<file path="config.mk">
export PLATFORM = sky130hd
export DESIGN_NAME = fifo_handle_pool_allocator
export DESIGN_NICKNAME = d
export VERILOG_FILES = /design/src/hdl/fhpa_pkg.sv /design/src/hdl/fhpa_free_fifo.sv /design/src/hdl/fifo_handle_pool_allocator.sv
export VERILOG_INCLUDE_DIRS = /design/src /design/src/hdl
export SDC_FILE = /design/constraint.sdc
export NUM_CORES = 1
export LEC_CHECK = 0
export ABC_CLOCK_PERIOD_IN_PS = 7000
export BUFFER_PORTS_ARGS = -buffer_cell sky130_fd_sc_hd__buf_4
export CAP_MARGIN = 40
export CORE_MARGIN = 2
export CORE_UTILIZATION = 32
export CTS_CLUSTER_SIZE = 16
export DETAILED_ROUTE_END_ITERATION = 8
export GPL_ROUTABILITY_DRIVEN = 0
export SLEW_MARGIN = 20
export SYNTH_ARGS = -nofsm -noshare
export SYNTH_HDL_FRONTEND = slang
export SYNTH_SLANG_ARGS = --single-unit
</file>
<file path="constraint.sdc">
create_clock -name clk -period 7 [get_ports clk]
set_input_delay 0.35 -clock clk [delete_from_list [all_inputs] [get_ports clk]]
set_output_delay 0.35 -clock clk [all_outputs]
set_load 0.01 [all_outputs]
</file>
<file path="src/hdl/fifo_handle_pool_allocator_assert.svh">
// ----------------------------------------------------------------------------
// fifo_handle_pool_allocator_assert
// Assertion macros shared by the handle pool allocator modules.
// ----------------------------------------------------------------------------
`ifndef FIFO_HANDLE_POOL_ALLOCATOR_ASSERT_SVH
`define FIFO_HANDLE_POOL_ALLOCATOR_ASSERT_SVH

// condition must hold at every edge out of reset
`define FHPA_ASSERT_ALWAYS(lbl, cond, msg) \
	lbl: assert property (@(posedge clk) disable iff (!arst_n) (cond)) \
		else $error(msg);

// same-cycle implication
`define FHPA_ASSERT_IMPLY(lbl, ante, cons, msg) \
	lbl: assert property (@(posedge clk) disable iff (!arst_n) (ante) |-> (cons)) \
		else $error(msg);

// next-cycle implication
`define FHPA_ASSERT_NEXT(lbl, ante, cons, msg) \
	lbl: assert property (@(posedge clk) disable iff (!arst_n) (ante) |=> (cons)) \
		else $error(msg);

`endif

</file>
<file path="src/hdl/fhpa_pkg.sv">
// ----------------------------------------------------------------------------
// fhpa_pkg
// Types and codes for the handle pool allocator.
// ----------------------------------------------------------------------------
package fhpa_pkg;

	localparam int POOL_SIZE_DEF = 64;

	typedef enum logic [1:0] {
		OP_ALLOC = 2'd0,
		OP_TRY   = 2'd1,
		OP_FREE  = 2'd2
	} op_t;

	typedef enum logic [1:0] {
		ST_OK        = 2'd0,
		ST_NONE      = 2'd1,
		ST_EXHAUSTED = 2'd2,
		ST_NOT_ALLOC = 2'd3
	} status_t;

	typedef struct packed {
		logic push;
		logic pop;
	} fq_ctl_t;

	typedef struct packed {
		logic empty;
		logic full;
	} fq_sts_t;

endpackage

</file>
<file path="src/hdl/fhpa_free_fifo.sv">
// ----------------------------------------------------------------------------
// fhpa_free_fifo
// Free-handle FIFO; the head entry is prefetched into a register every cycle.
// ----------------------------------------------------------------------------
`include "fifo_handle_pool_allocator_assert.svh"

module fhpa_free_fifo
	import fhpa_pkg::*;
#(
	parameter int POOL_SIZE = POOL_SIZE_DEF,
	parameter int HW        = $clog2(POOL_SIZE),
	parameter int CW        = $clog2(POOL_SIZE + 1)
) (
	input  logic          clk,
	input  logic          arst_n,
	input  fq_ctl_t       ctl,
	input  logic [HW-1:0] wdata,
	output logic [HW-1:0] head_data,
	output fq_sts_t       sts
);

	logic [HW-1:0] free_mem [POOL_SIZE];
	logic [HW-1:0] head_q;
	logic [HW-1:0] tail_q;
	logic [CW-1:0] count_q;
	logic [HW-1:0] head_nxt;
	logic [HW-1:0] tail_nxt;
	logic [HW-1:0] rd_addr;
	logic [HW-1:0] rdata_q;

	assign head_nxt = (head_q == HW'(POOL_SIZE - 1)) ? '0 : head_q + 1'b1;
	assign tail_nxt = (tail_q == HW'(POOL_SIZE - 1)) ? '0 : tail_q + 1'b1;
	assign rd_addr  = ctl.pop ? head_nxt : head_q;

	always_ff @(posedge clk or negedge arst_n) begin
		if (!arst_n) begin
			head_q  <= '0;
			tail_q  <= '0;
			count_q <= '0;
		end else begin
			if (ctl.pop) begin
				head_q <= head_nxt;
			end
			if (ctl.push) begin
				tail_q <= tail_nxt;
			end
			if (ctl.push && !ctl.pop) begin
				count_q <= count_q + 1'b1;
			end else if (ctl.pop && !ctl.push) begin
				count_q <= count_q - 1'b1;
			end
		end
	end

	always_ff @(posedge clk) begin
		if (ctl.push) begin
			free_mem[tail_q] <= wdata;
		end
	end

	// write-first bypass keeps the prefetched head coherent
	always_ff @(posedge clk) begin
		if (ctl.push && (tail_q == rd_addr)) begin
			rdata_q <= wdata;
		end else begin
			rdata_q <= free_mem[rd_addr];
		end
	end

	assign head_data = rdata_q;
	assign sts.empty = (count_q == '0);
	assign sts.full  = (count_q == CW'(POOL_SIZE));

	`FHPA_ASSERT_IMPLY(a_pop_nonempty, ctl.pop, count_q != '0, "pop from empty free list")
	`FHPA_ASSERT_IMPLY(a_push_nonfull, ctl.push, count_q != CW'(POOL_SIZE), "push to full free list")
	`FHPA_ASSERT_IMPLY(a_empty_ptrs, count_q == '0, head_q == tail_q, "empty list with split pointers")

endmodule

</file>
<file path="src/hdl/fifo_handle_pool_allocator.sv">
// Requests are registered in stage s1, results in the output register.
// Throughput: one beat per cycle unless m_tready stalls the output; each
// request pops/pushes at most one free-list entry, whose head is prefetched.
// Reset (arst_n low) clears the allocated map, free-list pointers and fresh
// counter at once; the free-list memory needs no clearing pass.
// ----------------------------------------------------------------------------
// fifo_handle_pool_allocator
// Handle pool allocator: FIFO free list plus fresh-handle counter.
// ----------------------------------------------------------------------------
`include "fifo_handle_pool_allocator_assert.svh"

module fifo_handle_pool_allocator
	import fhpa_pkg::*;
#(
	parameter int POOL_SIZE = POOL_SIZE_DEF,
	parameter int HW        = $clog2(POOL_SIZE),
	parameter int CW        = $clog2(POOL_SIZE + 1),
	parameter int IN_W      = ((HW + 2 + 7) / 8) * 8,
	parameter int OUT_W     = ((HW + 2 + 7) / 8) * 8
) (
	input  logic             clk,
	input  logic             arst_n,
	input  logic             s_tvalid,
	output logic             s_tready,
	input  logic [IN_W-1:0]  s_tdata,   // operation[1:0], release_handle
	output logic             m_tvalid,
	input  logic             m_tready,
	output logic [OUT_W-1:0] m_tdata    // granted_handle, status[1:0]
);

	logic                 vld_s1;
	op_t                  op_s1;
	logic [HW-1:0]        rel_s1;
	logic                 adv;

	logic [POOL_SIZE-1:0] alloc_map_q;
	logic [CW-1:0]        fresh_q;
	logic                 m_vld_q;
	logic [HW-1:0]        grant_q;
	status_t              status_q;

	fq_ctl_t              fq_ctl;
	fq_sts_t              fq_sts;
	logic [HW-1:0]        head_data;

	logic [HW-1:0]        grant;
	status_t              status;
	logic                 set_en;
	logic [HW-1:0]        set_idx;
	logic                 clr_en;
	logic                 fresh_inc;
	logic                 pop_req;
	logic                 push_req;
	logic                 rel_ok;

	assign adv      = vld_s1 && (!m_vld_q || m_tready);
	assign s_tready = !vld_s1 || adv;

	always_ff @(posedge clk or negedge arst_n) begin
		if (!arst_n) begin
			vld_s1 <= 1'b0;
		end else if (s_tready) begin
			vld_s1 <= s_tvalid;
		end
	end

	always_ff @(posedge clk) begin
		if (s_tvalid && s_tready) begin
			op_s1  <= op_t'(s_tdata[1:0]);
			rel_s1 <= s_tdata[HW+1:2];
		end
	end

	assign rel_ok = {1'b0, rel_s1} < (HW + 1)'(POOL_SIZE);

	always_comb begin
		grant     = '0;
		status    = ST_OK;
		set_en    = 1'b0;
		set_idx   = head_data;
		clr_en    = 1'b0;
		fresh_inc = 1'b0;
		pop_req   = 1'b0;
		push_req  = 1'b0;
		case (op_s1)
			OP_ALLOC: begin
				if (!fq_sts.empty) begin
					pop_req = 1'b1;
					grant   = head_data;
					set_en  = 1'b1;
				end else if (fresh_q < CW'(POOL_SIZE)) begin
					grant     = fresh_q[HW-1:0];
					set_idx   = fresh_q[HW-1:0];
					set_en    = 1'b1;
					fresh_inc = 1'b1;
				end else begin
					status = ST_EXHAUSTED;
				end
			end
			OP_TRY: begin
				if (!fq_sts.empty) begin
					pop_req = 1'b1;
					grant   = head_data;
					set_en  = 1'b1;
				end else begin
					status = ST_NONE;
				end
			end
			OP_FREE: begin
				if (!rel_ok || !alloc_map_q[rel_s1] || fq_sts.full) begin
					status = ST_NOT_ALLOC;
				end else begin
					clr_en   = 1'b1;
					push_req = 1'b1;
				end
			end
			default: begin
				status = ST_OK;
			end
		endcase
	end

	assign fq_ctl.push = adv && push_req;
	assign fq_ctl.pop  = adv && pop_req;

	fhpa_free_fifo #(
		.POOL_SIZE (POOL_SIZE),
		.HW        (HW),
		.CW        (CW)
	) u_free_fifo (
		.clk       (clk),
		.arst_n    (arst_n),
		.ctl       (fq_ctl),
		.wdata     (rel_s1),
		.head_data (head_data),
		.sts       (fq_sts)
	);

	always_ff @(posedge clk or negedge arst_n) begin
		if (!arst_n) begin
			alloc_map_q <= '0;
			fresh_q     <= '0;
		end else if (adv) begin
			if (set_en) begin
				alloc_map_q[set_idx] <= 1'b1;
			end
			if (clr_en) begin
				alloc_map_q[rel_s1] <= 1'b0;
			end
			if (fresh_inc) begin
				fresh_q <= fresh_q + 1'b1;
			end
		end
	end

	always_ff @(posedge clk or negedge arst_n) begin
		if (!arst_n) begin
			m_vld_q <= 1'b0;
		end else if (adv) begin
			m_vld_q <= 1'b1;
		end else if (m_tready) begin
			m_vld_q <= 1'b0;
		end
	end

	always_ff @(posedge clk) begin
		if (adv) begin
			grant_q  <= grant;
			status_q <= status;
		end
	end

	assign m_tvalid = m_vld_q;
	assign m_tdata  = OUT_W'({status_q, grant_q});

	`FHPA_ASSERT_ALWAYS(a_fresh_bound, fresh_q <= CW'(POOL_SIZE), "fresh counter beyond pool")
	`FHPA_ASSERT_IMPLY(a_pop_unallocated, fq_ctl.pop, !alloc_map_q[head_data], "freed handle already allocated")
	`FHPA_ASSERT_NEXT(a_result_loaded, adv, m_vld_q, "result register not loaded")

endmodule

</file>
== After elaboration in Yosys (flattened, before gate mapping) ==
Memory sizes are Yosys's and may differ from the RTL's. A register that Yosys moved wholly into a read port is not among the register bits.
Cells that the tools add are included.

* Bits in latches: 0
* Input bits: 12
* Register bits after elaboration: 108
* ROM bits: 0
* RAM bits: 384
* Output and inout port bits: 10
* Memories: 1

{| class="wikitable"
|+ Memory list
! memory !! words !! bits a word !! read ports !! clocked after memory_dff !! wr ports !! line !! source
|-
| u_free_fifo.free_mem || 64 || 6 || 1 || 1 || 1 || fhpa_free_fifo.sv:22 || <nowiki>logic [HW-1:0] free_mem [POOL_SIZE];</nowiki>
|}

* Reductions and logical operators: 22
* Div/mod/pow operators: 0
* Mux-type cells: 39
* Shift operators: 0
* Add/subtract/negate cells: 5
* Order comparisons: 5
* Eq/ne operators: 5
* Bitwise operators: 3
* Multiply operators: 0

{| class="wikitable"
|+ Operators with widths
! cell !! number
|-
| $mux W64 || 3
|-
| $and A64 B64 Y64 || 1
|-
| $not A64 Y64 || 1
|-
| $or A64 B64 Y64 || 1
|-
| $mux W6 || 9
|-
| $mux W1 || 16
|-
| $add A7 B1 Y7 const B || 2
|-
| $lt A6 B7 Y1 const B || 2
|-
| $mux W7 || 2
|-
| $add A6 B1 Y6 const B || 2
|-
| $demux W1 S6 || 2
|-
| $eq A6 B6 Y1 const B || 2
|-
| $ge A6 B1 Y1 const B || 2
|-
| $pmux W6 S2 || 1
|-
| $logic_and A1 B1 Y1 || 8
|-
| $eq A7 B7 Y1 const B || 1
|-
| $logic_not A7 Y1 || 1
|-
| $lt A7 B7 Y1 const B || 1
|-
| $sub A7 B1 Y7 const B || 1
|-
| $bmux W1 S6 || 1
|-
| $mux W2 || 3
|-
| $pmux W2 S3 || 1
|-
| $logic_not A1 Y1 || 5
|-
| $reduce_bool A2 Y1 || 2
|-
| other kinds (7) || 9
|}

== Depth between registers and ports, before layout ==
* Word-level depth: 13
* Mapped depth: 21
* Mapped depth without buffers: 17

== Hierarchy ==
From an unflattened synthesis, not the netlist that was laid out.

* Cell total of the unflattened synthesis: 1279
* Area, all modules: 20798.7 um^2

{| class="wikitable"
|+ Modules (own cells, without submodules)
! module !! times used !! area an instance (um^2) !! cells each !! sequential area each (um^2)
|-
| fhpa_free_fifo || 1 || 16216.8 || 828 || 12126.6
|-
| fifo_handle_pool_allocator || 1 || 4581.9 || 451 || 2307.2
|}

== Worst setup path after synthesis ==
Ideal clock, no wire load.

* Path type: reg-to-reg
* From: register rel_s1[0]
* To: register u_free_fifo.count_q[6]
* Data arrival time: 4969 ps
* Stages on the path, launching flop included: 20
* Required time: 6875 ps
* Setup time: 125 ps
* Clock period less this slack: 5095 ps
* Path slack: 1905 ps
* Cells stage by stage: edfxtp_1 buf_1 mux2_2 a22oi_1 a31oi_1 or4b_2 and3_1 o21ai_1 buf_2 inv_1 ha_1 inv_1 ha_1 a21o_1 a21oi_1 o21bai_1 a21oi_1 xnor2_1 nor2_1 xor2_1

* Word-level cells in the longest chain between the ends: 10
* Elaborated cells on any way between the ends: 12
* Classes of those cells: 5 x mux; 7 x reduce/logical

{| class="wikitable"
|+ Ends and longest elaborated chain
! what !! line !! source
|-
| from (decl) || fifo_handle_pool_allocator.sv:33 || <nowiki>logic [HW-1:0] rel_s1;</nowiki>
|-
| from (signal assigned) || fifo_handle_pool_allocator.sv:70 || <nowiki>rel_s1 <= s_tdata[HW+1:2];</nowiki>
|-
| $bmux W1 S6 * || fifo_handle_pool_allocator.sv:110 || <nowiki>if (!rel_ok || !alloc_map_q[rel_s1] || fq_sts.full) begin</nowiki>
|-
| $mux W1 (implied by the code) * || fifo_handle_pool_allocator.sv:110 ||
|-
| $logic_not A1 Y1 * || fifo_handle_pool_allocator.sv:110 ||
|-
| $logic_or A1 B1 Y1 * || fifo_handle_pool_allocator.sv:110 ||
|-
| $mux W1 * || fifo_handle_pool_allocator.sv:110 ||
|-
| $mux W1 * || fifo_handle_pool_allocator.sv:85 || <nowiki>case (op_s1)</nowiki>
|-
| $logic_and A1 B1 Y1 * || fifo_handle_pool_allocator.sv:123 || <nowiki>assign fq_ctl.push = adv && push_req;</nowiki>
|-
| $logic_not A1 Y1 || fhpa_free_fifo.sv:49 || <nowiki>end else if (ctl.pop && !ctl.push) begin</nowiki>
|-
| $logic_and A1 B1 Y1 || fhpa_free_fifo.sv:49 ||
|-
| $reduce_bool A2 Y1 (no line) || -- ||
|-
| to (signal assigned) || fhpa_free_fifo.sv:48 || <nowiki>count_q <= count_q + 1'b1;</nowiki>
|-
| to (signal assigned) || fhpa_free_fifo.sv:50 || <nowiki>count_q <= count_q - 1'b1;</nowiki>
|-
| to (decl) || fhpa_free_fifo.sv:25 || <nowiki>logic [CW-1:0] count_q;</nowiki>
|}

Every way passes the cells marked *; elsewhere a longest branch is shown, timed or not. The select of a mux whose other input is x is not followed.
A chain may end at the register's enable or synchronous reset.

== Worst setup path after layout ==
* From: register rel_s1[2]
* To: register u_free_fifo.count_q[6]

The elaborated chain is that of the path after synthesis.

==> impl_summary.log <==
[metrics] number of diodes: 0
[metrics] # Max-Cap Violations: 0
[metrics] CTS H-Tree Depth: 2
[metrics] share of total power in the clock network: 0.314
[metrics] hold path startpoint: m_tready
[metrics] number of global-route vias before repair: 12,100
[metrics] largest driver fanout on the critical path: 75
[metrics] compound-gate portion of the synthesized area: 0.0772
[metrics] overall die area: 68,100 um^2
[metrics] CP Class: flop to flop
[metrics] cell with the most instances after synthesis: sky130_fd_sc_hd__edfxtp_1
[metrics] slack of the worst reg-to-reg path: 1.89 ns
[metrics] max-slew violations: 0
[metrics] Post-Place Setup Slack: 1.93 ns
[metrics] I/O pins: 22
[metrics] Clock Sinks: 498
[metrics] cell area after placement: 22,100 um^2
[metrics] number of nets in the layout: 1,344
[metrics] maximum vdd drop: 0.258 mV
[metrics] post-synthesis sequential element count: 498
[metrics] switching share of power: 0.321
[metrics] endpoints failing hold: 0
[metrics] placed wire-length estimate: 32,500 um
[metrics] fillers: 6,117
[metrics] routed wirelength normalized by instance count: 23.7 um
[metrics] Worst Setup SP: rel_s1[2]
[metrics] height of the die: 261 um
[metrics] CTS Hold Buffers Added: 10
[metrics] share of synthesized area occupied by flip-flops and latches: 0.683
[metrics] Via density: 5.49
[metrics] cell-internal power: 6.17 mW
[metrics] run status: finished clean
[metrics] clock tree from TritonCTS: yes
[metrics] critical path required time: 7.47 ns
[metrics] highest clock frequency the design can meet: 196 MHz
[metrics] largest net degree at the start of global routing: 99
[metrics] starting DRC count in detailed routing: 1,340
[metrics] async set or reset register ratio after synthesis: 0.185
[metrics] Worst Clk Skew: 0.0181 ns
[metrics] count of input and output buffers: 21
[metrics] Core Area: 65,600 um^2
[metrics] Final Worst Setup Slack: 1.89 ns
[metrics] static leakage: 8.15 nW
[metrics] Remaining Overflow, GRT: 0
[metrics] Critical Path AT: 5.59 ns
[metrics] final routed DRC violation total: 0
[metrics] wire length of the first global-routing pass: 79,100 um
[metrics] total non-filler cell area in the finished layout: 24,100 um^2
[metrics] die boundary width: 261 um
[metrics] setup-violating endpoint count in the final report: 0
[metrics] Hold Path Class: input port to flop
[metrics] number of synthesized flops with an enable pin: 400
[metrics] clock latency of the later-clocked register in the worst-skew pair: 0.59 ns
[metrics] Area growth syn-to-layout: 14.1%
[metrics] Final min period: 5.11 ns
[metrics] share of the cycle needed by the critical path after routing: 0.731
[metrics] Total Routed Length: 52,800 um
[metrics] Combinational Power Share: 0.278
[metrics] Final ANT Viol Nets: 0
[metrics] Resized cells post-CTS: 0
[metrics] count of non-filler cells in the finished layout: 2,228
[metrics] Setup Total Neg Slack: 0 ns
[metrics] Worst setup SP type: flop
[metrics] XOR/XNOR Fraction of Synth Area: 0.00663
[metrics] Syn Nets: 1,305
[metrics] worst rel slew slack: 0.411
[metrics] power per cell area: 377 nW/um^2
[metrics] Gate Count Post-Synth: 1,283
[metrics] Post-CTS Setup Inserts: 0
[metrics] Core Rows: 94
[metrics] RSZ-0062 raised after global routing: false
[metrics] Synth Area in Adders: 0.00627
[metrics] all-layer global routing usage: 0.154
[metrics] clk slew on worst S/H paths: 0.06 ns
[metrics] yosys warns: 0
[metrics] count of cells along the worst register-to-register path: 18
[metrics] area share of the leading cell type in the synthesized netlist: 0.568
[metrics] largest area contributor in the netlist: sky130_fd_sc_hd__edfxtp_1
[metrics] Least-Margin Pin Slew: 0.876 ns
[metrics] ys flop type: sky130_fd_sc_hd__edfxtp_1
[metrics] multiplexer fraction of the synthesized cell area: 0.133
[metrics] most instantiated cells after synthesis: sky130_fd_sc_hd__edfxtp_1 (400), sky130_fd_sc_hd__nor2_1 (100), sky130_fd_sc_hd__dfrtp_1 (92)
[metrics] proportion of layout cells with a drive suffix above 1: 0.180
[metrics] clock root buffer: sky130_fd_sc_hd__clkbuf_16
[metrics] number of antenna violations at the first check in global routing: 0
[metrics] initial cell density of the core: 0.322
[metrics] Post-Syn Area per Cell: 16.5 um^2
[metrics] sort of element at the end of the critical path: flop
[metrics] most area-consuming cells after synthesis: sky130_fd_sc_hd__edfxtp_1 (57%), sky130_fd_sc_hd__dfrtp_1 (11%), sky130_fd_sc_hd__mux4_2 (6.6%), sky130_fd_sc_hd__mux4_1 (4.2%), sky130_fd_sc_hd__a31oi_1 (2.1%)
[metrics] post-synthesis cell area: 21,100 um^2
[metrics] Placed Instances: 2,118
[metrics] count of vias placed by the detailed router: 12,200
[metrics] worst reg2reg endpoint: u_free_fifo.count_q[6]
[metrics] length of the first detailed-routing pass in iterations: 5
[metrics] number of distinct library cell variants in the gate-level netlist after synthesis: 85
[metrics] source of the worst register-to-register timing path: rel_s1[2]
[metrics] total CTS buffers: 50
[metrics] simple-gate share of the synthesized area: 0.0671
[metrics] worst-case clock buffer depth: 3
[metrics] main combinational cell family by area after synthesis: multiplexers
[metrics] hold worst-path end: m_tvalid
[metrics] switching power of the nets: 2.91 mW
[metrics] hold-critical path depth: 3
[metrics] sequential fraction of design power: 0.409
[through the flow]
step	power (mW)	util	hold slack, ns
after floorplan	5.55	-	0.0544
after CTS	9.12	0.366	0.0117
after detailed placement	6.26	0.337	0.197
final	9.09	0.368	0.0354
after global routing	9.44	0.368	0.0179
after global placement	6.20	0.336	0.196
[routing by layer]
layer  vias up  wire, um  GRT usage
met5         -         0          0
met4         0      1740     0.0516
met3       108      3350     0.0226
met2       519     25200      0.251
met1      6397     22500      0.214
li1       5212         -          -
[flip-flops by register name, indices dropped and copies added (netlist names), named ones only]
| name | flops |
|---|---|
| u_free_fifo.free_mem | 384 |
| vld_s1 | 1 |
| status_q | 2 |
| grant_q | 6 |
| alloc_map_q | 64 |
| m_tvalid | 1 |
| fresh_q | 7 |
| u_free_fifo.count_q | 7 |
| op_s1 | 2 |
| rel_s1 | 6 |
| u_free_fifo.head_q | 6 |
| u_free_fifo.tail_q | 6 |
[cells in the final DEF (no fill, tap or decap), types with 9 or more instances in the layout]
cell type                       synthesis  layout
sky130_fd_sc_hd__a21o_1                 9       9
sky130_fd_sc_hd__clkinv_2               0      11
sky130_fd_sc_hd__a31oi_1               72      72
sky130_fd_sc_hd__inv_1                 18      18
sky130_fd_sc_hd__o21ai_0               17      17
sky130_fd_sc_hd__clkbuf_16              0      53
sky130_fd_sc_hd__xnor2_1               11      11
sky130_fd_sc_hd__dfrtp_1               92      92
sky130_fd_sc_hd__nor2b_1               10      10
sky130_fd_sc_hd__nand2b_1              12      12
sky130_fd_sc_hd__nand2_1               63      63
sky130_fd_sc_hd__nand3_1               13      13
sky130_fd_sc_hd__clkinv_1               2       9
sky130_fd_sc_hd__bufinv_16              0       9
sky130_fd_sc_hd__o22ai_1               10      10
sky130_fd_sc_hd__mux4_1                34      34
sky130_fd_sc_hd__nor2_1               100     100
sky130_fd_sc_hd__a21oi_1               77      77
sky130_fd_sc_hd__mux2i_1               31      31
sky130_fd_sc_hd__nor3_1                11      11
sky130_fd_sc_hd__dlygate4sd3_1          0      10
sky130_fd_sc_hd__mux2_2                14      14
sky130_fd_sc_hd__ha_1                   9       9
sky130_fd_sc_hd__mux4_2                62      62
sky130_fd_sc_hd__edfxtp_1             400     400
sky130_fd_sc_hd__buf_4                  5      43
[power groups by stage]
| stage | clock (mW) | sequential [mW] | combinational (mW) |
|---|---|---|---|
| after floorplan | 0 | 3.62 | 1.93 |
| after global placement | 0 | 3.77 | 2.44 |
| after detailed placement | 0 | 3.77 | 2.49 |
| after CTS | 2.90 | 3.72 | 2.51 |
| after global routing | 3.01 | 3.75 | 2.68 |
| final | 2.85 | 3.71 | 2.52 |
[how the worst max path moves through the flow]
stage | end | slack (ns) | depth (start not counted)
2_1_floorplan | u_free_fifo.count_q[6] | 1.91 | 19
6_report | u_free_fifo.count_q[6] | 1.89 | 18
3_5_place_dp | u_free_fifo.count_q[6] | 1.93 | 18
5_1_grt | u_free_fifo.count_q[6] | 1.58 | 18
4_1_cts | u_free_fifo.count_q[6] | 1.94 | 18
3_3_place_gp | u_free_fifo.count_q[6] | 1.95 | 18
[final cells by class]
type,instances,area [um^2],share of cell area
Clock buffer,59,1350,0.0559
Clock inverter,35,415,0.0172
Inverter,20,75.1,0.00311
Multi-Input combinational cell,689,6150,0.255
Sequential cell,498,14400,0.599
Tap cell,864,1080,0.0448
Timing Repair Buffer,63,609,0.0253
[cell families after synthesis]
group | Yosys count
flops | 498
simple gates | 271
compound gates | 247
mux | 145
buf+inv | 96
xor+xnor | 16
fa+ha+maj | 10
[critical path: stages, from the launching register on]
cell and delay [ns]:
sky130_fd_sc_hd__edfxtp_1 0.84, sky130_fd_sc_hd__buf_4 0.77, sky130_fd_sc_hd__nor2b_1 0.18, sky130_fd_sc_hd__a22oi_1 0.22, sky130_fd_sc_hd__a31oi_1 0.11, sky130_fd_sc_hd__or4b_2 0.70, sky130_fd_sc_hd__and3_1 0.20, sky130_fd_sc_hd__o21ai_1 0.14
sky130_fd_sc_hd__inv_1 0.07, sky130_fd_sc_hd__ha_1 0.21, sky130_fd_sc_hd__inv_1 0.18, sky130_fd_sc_hd__ha_1 0.31, sky130_fd_sc_hd__a21o_1 0.19, sky130_fd_sc_hd__a21oi_1 0.21, sky130_fd_sc_hd__o21bai_1 0.09, sky130_fd_sc_hd__a21oi_1 0.18
sky130_fd_sc_hd__xnor2_1 0.15, sky130_fd_sc_hd__nor2_1 0.07, sky130_fd_sc_hd__xor2_1 0.15
(Power assumes the default switching activity.)
